### src/design/assert_macros.svh
`ifndef ASSERT_MACROS_SVH
`define ASSERT_MACROS_SVH

// Concurrent checks on clk, held off while rst is high.
// The enclosing module must have signals named clk and rst.
`define ASSERT_PROP(label, prop, msg) \
  label: assert property (@(posedge clk) disable iff (rst) (prop)) else $error(msg);

// Condition must never be true on a clock edge out of reset.
`define ASSERT_NEVER(label, cond, msg) \
  label: assert property (@(posedge clk) disable iff (rst) !(cond)) else $error(msg);

`endif

### src/design/cod_pkg.sv
package cod_pkg;

  localparam int ENTRY_COUNT = 64;
  localparam int IDX_W = (ENTRY_COUNT > 1) ? $clog2(ENTRY_COUNT) : 1;

  localparam int KIND_W = 2;
  localparam int IN_DATA_W = 72;
  localparam int OUT_DATA_W = 72;

  localparam logic [8:0] ENTRY_LIMIT = 9'(ENTRY_COUNT);

  typedef enum logic [KIND_W-1:0] {
    KIND_FRAME  = 2'd0,
    KIND_DEFINE = 2'd1,
    KIND_READ   = 2'd2,
    KIND_WRITE  = 2'd3
  } kind_t;

  localparam logic [7:0] MSG_GET   = 8'd0;
  localparam logic [7:0] MSG_SET   = 8'd1;
  localparam logic [7:0] MSG_VALUE = 8'd2;

  localparam logic [7:0] TYPE_S16   = 8'd1;
  localparam logic [7:0] TYPE_FLOAT = 8'd4;

  localparam logic [2:0] SIZE_NONE = 3'd0;
  localparam logic [2:0] SIZE_HALF = 3'd2;
  localparam logic [2:0] SIZE_WORD = 3'd4;

  localparam logic [7:0] RESP_SIZE = 8'd4;
  localparam logic [31:0] HALF_MASK = 32'h0000_ffff;

  typedef struct packed {
    kind_t       kind;
    logic [7:0]  frame_type;
    logic [7:0]  frame_size;
    logic [7:0]  entry_index;
    logic [7:0]  obj_type;
    logic [31:0] value_in;
    logic        clear_flag;
  } item_t;

  typedef struct packed {
    logic        ok;
    logic [7:0]  resp_type;
    logic [7:0]  resp_size;
    logic [7:0]  resp_index;
    logic [7:0]  resp_obj_type;
    logic [31:0] resp_value;
    logic        updated;
  } result_t;

  typedef struct packed {
    logic [2:0] vtype;
    logic [2:0] size;
    logic       defined;
    logic       updated;
  } meta_t;

  localparam meta_t META_RESET = '{vtype: 3'd0, size: SIZE_NONE, defined: 1'b0,
                                   updated: 1'b1};

  typedef struct packed {
    logic             meta_we;
    logic             value_we;
    logic [IDX_W-1:0] addr;
    meta_t            meta;
    logic [31:0]      value;
  } wr_t;

  function automatic logic [2:0] size_of_type(input logic [7:0] t);
    logic [2:0] sz;
    if (t <= TYPE_S16) begin
      sz = SIZE_HALF;
    end else if (t <= TYPE_FLOAT) begin
      sz = SIZE_WORD;
    end else begin
      sz = SIZE_NONE;
    end
    return sz;
  endfunction

  function automatic logic [31:0] fit_value(input logic [31:0] v, input logic [2:0] size);
    return (size == SIZE_HALF) ? (v & HALF_MASK) : v;
  endfunction

endpackage

### src/design/cod_table.sv
`include "assert_macros.svh"

module cod_table (
  input  logic                    clk,
  input  logic                    rst,
  input  logic                    rd_en,
  input  logic [cod_pkg::IDX_W-1:0] rd_addr,
  input  cod_pkg::wr_t            wr,
  output cod_pkg::meta_t          rd_meta,
  output logic [31:0]             rd_value
);
  import cod_pkg::*;

  meta_t       meta_mem [ENTRY_COUNT];
  logic [31:0] value_mem [ENTRY_COUNT];
  logic [ENTRY_COUNT-1:0] valid;

  meta_t       meta_q;
  logic [31:0] value_q;
  logic        valid_q;
  logic        hit_meta_q;
  logic        hit_value_q;
  meta_t       byp_meta_q;
  logic [31:0] byp_value_q;

  always_ff @(posedge clk) begin
    if (wr.meta_we) begin
      meta_mem[wr.addr] <= wr.meta;
    end
    if (wr.value_we) begin
      value_mem[wr.addr] <= wr.value;
    end
    if (rd_en) begin
      meta_q  <= meta_mem[rd_addr];
      value_q <= value_mem[rd_addr];
    end
  end

  // An entry whose marks were never written since reset reads its marks as META_RESET.
  always_ff @(posedge clk) begin
    if (rst) begin
      valid <= '0;
    end else if (wr.meta_we) begin
      valid[wr.addr] <= 1'b1;
    end
  end

  // Forward a write that lands on the same edge as the read.
  always_ff @(posedge clk) begin
    if (rd_en) begin
      valid_q     <= valid[rd_addr];
      hit_meta_q  <= wr.meta_we && (wr.addr == rd_addr);
      hit_value_q <= wr.value_we && (wr.addr == rd_addr);
      byp_meta_q  <= wr.meta;
      byp_value_q <= wr.value;
    end
  end

  assign rd_meta  = hit_meta_q ? byp_meta_q : (valid_q ? meta_q : META_RESET);
  assign rd_value = hit_value_q ? byp_value_q : value_q;

  `ASSERT_PROP(a_value_with_meta, wr.value_we |-> wr.meta_we,
               "value written without its entry marks")
  `ASSERT_PROP(a_valid_after_write, wr.meta_we |=> valid[$past(wr.addr)],
               "entry not marked valid after write")

endmodule

### src/design/cod_exec.sv
module cod_exec (
  input  logic             fire,
  input  cod_pkg::item_t   item,
  input  cod_pkg::meta_t   rd_meta,
  input  logic [31:0]      rd_value,
  output cod_pkg::wr_t     wr,
  output cod_pkg::result_t res
);
  import cod_pkg::*;

  logic       in_range;
  logic [2:0] type_size;
  logic       frame_ok;
  logic       value_we;
  meta_t      meta_n;
  logic [31:0] value_n;

  assign in_range  = {1'b0, item.entry_index} < ENTRY_LIMIT;
  assign type_size = size_of_type(item.obj_type);

  assign frame_ok = rd_meta.defined
                 && (item.frame_size == {5'b0, rd_meta.size})
                 && (item.obj_type == {5'b0, rd_meta.vtype})
                 && (item.frame_size == {5'b0, type_size})
                 && ((item.frame_type == MSG_GET) || (item.frame_type == MSG_SET));

  always_comb begin
    res      = '0;
    meta_n   = rd_meta;
    value_n  = rd_value;
    value_we = 1'b0;
    if (in_range) begin
      unique case (item.kind)
        KIND_FRAME: begin
          if (frame_ok) begin
            if (item.frame_type == MSG_SET) begin
              value_n        = fit_value(item.value_in, rd_meta.size);
              value_we       = 1'b1;
              meta_n.updated = 1'b1;
            end
            res.ok            = 1'b1;
            res.resp_type     = MSG_VALUE;
            res.resp_size     = RESP_SIZE;
            res.resp_index    = item.entry_index;
            res.resp_obj_type = item.obj_type;
            res.resp_value    = value_n;
          end
        end
        KIND_DEFINE: begin
          // An invalid type still resizes the entry to zero.
          meta_n.size = type_size;
          if (type_size != SIZE_NONE) begin
            value_n        = fit_value(item.value_in, type_size);
            value_we       = 1'b1;
            meta_n.defined = 1'b1;
            meta_n.vtype   = item.obj_type[2:0];
            meta_n.updated = 1'b1;
            res.ok         = 1'b1;
          end
        end
        KIND_READ: begin
          res.updated = rd_meta.updated;
          if (rd_meta.defined) begin
            if (item.clear_flag) begin
              meta_n.updated = 1'b0;
            end
            res.ok         = 1'b1;
            res.resp_value = rd_value;
          end
        end
        KIND_WRITE: begin
          if (rd_meta.defined) begin
            value_n        = fit_value(item.value_in, rd_meta.size);
            value_we       = 1'b1;
            meta_n.updated = 1'b1;
            res.ok         = 1'b1;
          end
        end
      endcase
    end
  end

  assign wr.meta_we  = fire && in_range;
  assign wr.value_we = fire && in_range && value_we;
  assign wr.addr     = item.entry_index[IDX_W-1:0];
  assign wr.meta     = meta_n;
  assign wr.value    = value_n;

endmodule

### src/design/can_object_dictionary_responder_top.sv
// Object dictionary responder: a table of typed 32-bit entries served by CAN
// get/set frames and by local define, read and write accesses.
// Input channel s_*: one transfer per item. tuser carries the item kind
// (CAN frame, define, local read, local write); tdata carries the frame and
// access fields. Output channel m_*: exactly one result transfer per item, in
// order; tuser carries ok, tdata the response frame fields and the updated flag.
// Throughput: one item per cycle while the receiver does not stall. The table
// read registers together with the item, and the result register loads from the
// read stage when the output register is free. The table write-back happens on
// the edge the result loads, with a forwarding path so back-to-back items on the
// same entry see it.
// Reset clears the per-entry valid bits, so every entry reads as undefined with
// its updated flag set right after reset; no clearing pass.
// When the receiver stalls, the finished result holds in the output register,
// one more item can wait in the read stage, and s_tready then drops until
// the result is taken.
`include "assert_macros.svh"

module can_object_dictionary_responder_top (
  input  logic                            clk,
  input  logic                            rst,
  input  logic                            s_tvalid,
  output logic                            s_tready,
  // frame_type, frame_size, entry_index, obj_type, value_in, clear_flag, zero pad
  input  logic [cod_pkg::IN_DATA_W-1:0]   s_tdata,
  // kind
  input  logic [cod_pkg::KIND_W-1:0]      s_tuser,
  output logic                            m_tvalid,
  input  logic                            m_tready,
  // resp_type, resp_size, resp_index, resp_obj_type, resp_value, updated, zero pad
  output logic [cod_pkg::OUT_DATA_W-1:0]  m_tdata,
  // ok
  output logic [0:0]                      m_tuser
);
  import cod_pkg::*;

  item_t   in_item;
  item_t   s1_item;
  logic    s1_valid;
  logic    accept;
  logic    out_free;
  logic    s1_fire;
  meta_t   rd_meta;
  logic [31:0] rd_value;
  wr_t     wr;
  result_t res;
  result_t out_res;
  logic    out_valid;

  assign in_item.kind        = kind_t'(s_tuser);
  assign in_item.frame_type  = s_tdata[7:0];
  assign in_item.frame_size  = s_tdata[15:8];
  assign in_item.entry_index = s_tdata[23:16];
  assign in_item.obj_type    = s_tdata[31:24];
  assign in_item.value_in    = s_tdata[63:32];
  assign in_item.clear_flag  = s_tdata[64];

  assign out_free = !out_valid || m_tready;
  assign s1_fire  = s1_valid && out_free;
  assign s_tready = !s1_valid || out_free;
  assign accept   = s_tvalid && s_tready;

  always_ff @(posedge clk) begin
    if (rst) begin
      s1_valid <= 1'b0;
    end else if (accept) begin
      s1_valid <= 1'b1;
    end else if (s1_fire) begin
      s1_valid <= 1'b0;
    end
  end

  always_ff @(posedge clk) begin
    if (accept) begin
      s1_item <= in_item;
    end
  end

  cod_table u_table (
    .clk      (clk),
    .rst      (rst),
    .rd_en    (accept),
    .rd_addr  (in_item.entry_index[IDX_W-1:0]),
    .wr       (wr),
    .rd_meta  (rd_meta),
    .rd_value (rd_value)
  );

  cod_exec u_exec (
    .fire     (s1_fire),
    .item     (s1_item),
    .rd_meta  (rd_meta),
    .rd_value (rd_value),
    .wr       (wr),
    .res      (res)
  );

  always_ff @(posedge clk) begin
    if (rst) begin
      out_valid <= 1'b0;
    end else if (s1_fire) begin
      out_valid <= 1'b1;
    end else if (m_tready) begin
      out_valid <= 1'b0;
    end
  end

  always_ff @(posedge clk) begin
    if (s1_fire) begin
      out_res <= res;
    end
  end

  assign m_tvalid      = out_valid;
  assign m_tuser       = out_res.ok;
  assign m_tdata[7:0]   = out_res.resp_type;
  assign m_tdata[15:8]  = out_res.resp_size;
  assign m_tdata[23:16] = out_res.resp_index;
  assign m_tdata[31:24] = out_res.resp_obj_type;
  assign m_tdata[63:32] = out_res.resp_value;
  assign m_tdata[64]    = out_res.updated;
  assign m_tdata[OUT_DATA_W-1:65] = '0;

  `ASSERT_NEVER(a_no_accept_when_blocked, s1_valid && !out_free && accept,
                "item accepted while read stage is blocked")
  `ASSERT_PROP(a_fail_fields_zero, (m_tvalid && !m_tuser[0]) |-> (m_tdata[63:0] == 64'd0),
               "failed result carries nonzero frame fields")
  `ASSERT_PROP(a_result_follows_item, s1_fire |=> m_tvalid,
               "result register not loaded after read stage")

endmodule

### config.mk
export PLATFORM = sky130hd
export DESIGN_NAME = can_object_dictionary_responder_top
export DESIGN_NICKNAME = d
export VERILOG_FILES = /design/src/design/cod_pkg.sv /design/src/design/cod_table.sv /design/src/design/cod_exec.sv /design/src/design/can_object_dictionary_responder_top.sv
export VERILOG_INCLUDE_DIRS = /design/src /design/src/design
export SDC_FILE = /design/constraint.sdc
export NUM_CORES = 2
export LEC_CHECK = 0
export BUFFER_PORTS_ARGS = -buffer_cell sky130_fd_sc_hd__buf_2
export CORE_MARGIN = 8
export CORE_UTILIZATION = 60
export DETAILED_ROUTE_END_ITERATION = 16
export MAX_ROUTING_LAYER = met4
export PLACE_DENSITY_LB_ADDON = 0.15
export SLEW_MARGIN = 20
export SYNTH_ARGS = -nofsm -noshare
export SYNTH_HDL_FRONTEND = slang
export SYNTH_SLANG_ARGS = --single-unit
### constraint.sdc
create_clock -name clk -period 22 [get_ports clk]
set_clock_uncertainty 0.05 [all_clocks]
set_input_delay 3.3 -clock clk [delete_from_list [all_inputs] [get_ports clk]]
set_output_delay 3.3 -clock clk [all_outputs]
set_load 0.01 [all_outputs]
==> impl_metrics.toml <==
[run_status]
status = "finished, final reports clean"

[yosys]
async_flop_share_pct = 0
synth_seq_cells = 2827
netlist_area_um2 = 109100
ys_seq_area_share_pct = 77.22
syn_avg_cell_area_um2 = 22.93
ys.flop_type = "edfxtp_1"
post_synth_num_cell_types = 66
syn_inst = 4758
ys.warnings.count = 0
synth_edf_count = 2761

[worst_setup_path]
critPathRequiredTime_ns = 22.54
endpoint_kind = "flip-flop"
start_kind = "primary input"
path_max_fanout = 86
ff2ff_setup_slack_ns = 16.34
path_class = "primary input to flip-flop"
worstPathArrival_ns = 8.63

[finish]
areaGrowthSynthToFinish_pct = 12.32
layout_commonest_cell = "edfxtp_1"
nNetsFinal = 5129
final_cell_mix = "2761 x edfxtp_1, 849 x mux4_2, 305 x clkbuf_16, 220 x nor2_1, 134 x buf_4"
drive_above_1_share_pct = 31.58
n_fill_cell = 10960
fin_util_pct = 67.79

[cts]
insertion_delay_ns = 0.92
cts_sinks = 2827
cts_tree = "done"
cts_root_buffer = "clkbuf_16"
cts.path.max_buffers = 4
cts_setup_buffers = 0
path_clk_slew_ns = 0.06
cts_inserted_buffers = 295
htree_levels = 5
cts_hold_buf = 0
cts_resized = 0

[place]
place_congestion = 0.8120
portBuffers = 124
dp_hpwl_um = 136000

[sta]
setup_violations = 0
slew_headroom_pct = 22.10
drv_slew = 0
rsz0062_at_grt = "false"
setup-tns-final_ns = 0
final_hold_viol_count = 0
fin_crit_sh_pct = 36.79
max_freq_ghz = 0.1235
worst_pin_slew_ns = 1.161
min_period_ns = 8.094

[floorplanning]
io_pins = 153
fp-row-count = 156
die_y_um = 442.4
fp.dieW_um = 442.4
die_area_um2 = 195700
initial_utilization_pct = 60.35
core-area_um2 = 180700

[grt]
grt_pass1_vias = 51220
use_met3_pct = 5.344
met1_usage_pct = 38.64
grt_pass1_wl_um = 366900
overflow = 0
grt_max_degree = 149
grt_usage_pct = 26.59
top_usage_layer = "met2"
met2_usage_pct = 40.01
antenna_found_initial = 12

[routing]
vias = 51710
vias_per_cell = 6.773
avgRoutedWirePerCell_um = 33.51
drc_errors = 0
dr.pass1.iters = 6
ant_nets = 0
drt_wl_total_um = 255800
detail_route.iter0.violations = 6542

[power]
power_density_nw_per_um2 = 93.30
p_total_mw = 11.43
p_leak_nw = 38.24
ir_drop_mv = 0.07159

[worst_hold_path]
hold_path.class = "flip-flop to flip-flop"

[job]
drv_cap = 0
==> cells in the mapped netlist (8+ instances only) <==
library cell  instances  area (um^2)
a211oi_1             17        127.6
a21oi_1              70        350.3
a22oi_1               8        60.06
a31oi_1              12        75.07
and2_1               13        81.33
buf_1                58        217.7
buf_2                28        140.1
buf_4                25        187.7
clkbuf_1            182        683.2
dfxtp_1              66         1321
edfxtp_1           2761        82910
mux2_1                8        90.09
mux2_2               22        247.7
mux2i_1              46        460.4
mux4_2              849        19120
nand2_1              53        198.9
nand2b_1              8        50.05
nand3_1              27        135.1
nor2_1              265        994.7
nor2b_1              20        125.1
nor3_1               33        165.2
o211ai_1              8        60.06
o21ai_0              49        245.2
o22ai_1              13        81.33
or2_2                11        68.82
xnor2_1              11        96.34
==> final timing paths <==
path	start	cells past startpoint	end
setup / recovery	s_tdata[16]	10	u_table.value_q[23]
hold / removal	u_table.valid[26]	2	u_table.valid[26]
setup reg to reg	s1_item[34]	9	u_table.value_mem[21][11]
hold reg to reg	u_table.valid[26]	2	u_table.valid[26]
==> where the power goes <==
part	internal [mW]	leakage (nW)	switching, mW
combinational	0.212	8.26	0.406
clock	2.78	4.47	1.97
sequential	6.05	25.5	0.0230
==> kinds of logic (layout without fill, tap and decap cells) <==
| family | Yosys count | in the layout | synth area share, % |
|---|---|---|---|
| compound gates | 218 | 218 | 1.263 |
| xor+xnor | 14 | 14 | 0.1124 |
| buf+inv | 301 | 779 | 1.161 |
| flops | 2827 | 2827 | 77.22 |
| mux | 925 | 925 | 18.26 |
| other cells | 1 | 29 | 0.003438 |
| simple gates | 472 | 472 | 1.981 |
==> cell type report <==
| class | count | area, um^2 | area share (%) |
|---|---|---|---|
| sequential | 2827 | 84230 | 68.75 |
| multi-input combinational | 1657 | 24430 | 19.94 |
| clock buffer | 376 | 7979 | 6.512 |
| tap | 2370 | 2965 | 2.420 |
| timing repair buffer | 263 | 1772 | 1.446 |
| clock inverter | 133 | 1112 | 0.9079 |
| inverter | 7 | 26.28 | 0.02145 |
| antenna | 1 | 2.502 | 0.002042 |
==> metal layers <==
layer | part of all wire (%) | up-vias
li1 | - | 20730
met1 | 40 | 27700
met2 | 48 | 2854
met3 | 10 | 427
met4 | 2.2 | 0
met5 | 0 | -
==> critical path, stage by stage <==
cell	delay, ns
buf_8	0.51
buf_4	0.74
buf_4	0.71
buf_12	0.62
buf_4	0.81
mux4_2	0.61
mux4_2	0.46
nor2b_1	0.14
a211oi_1	0.30
a21oi_1	0.13
==> per-stage QoR <==
| stage | cells | area [um^2] | hold WS [ns] | setup slack [ns] |
|---|---|---|---|---|
| after detailed placement | 7124 | 113400 | 0.3990 | 12.80 |
| after global routing | 7634 | 122500 | 0.4395 | 13.44 |
| after global placement | 7124 | 113400 | 0.3895 | 12.80 |
| after CTS | 7633 | 122500 | 0.4068 | 13.80 |
| final | 7634 | 122500 | 0.4061 | 13.91 |
| after floorplan | 4785 | 109200 | 0.3723 | 12.46 |
==> state kept, by name, summed over array words and instances (netlist names) <==
signal,count
u_table.byp_meta_q,8
u_table.valid_q,1
s1_item,67
s1_valid,1
u_table.hit_meta_q,1
u_table.meta_q,8
u_table.hit_value_q,1
m_tvalid,1
u_table.meta_mem,512
u_table.valid,64
m_tdata,50
m_tuser,1
u_table.byp_value_q,32
u_table.value_q,32
u_table.value_mem,2048
Power figures use the tool's default switching activity.
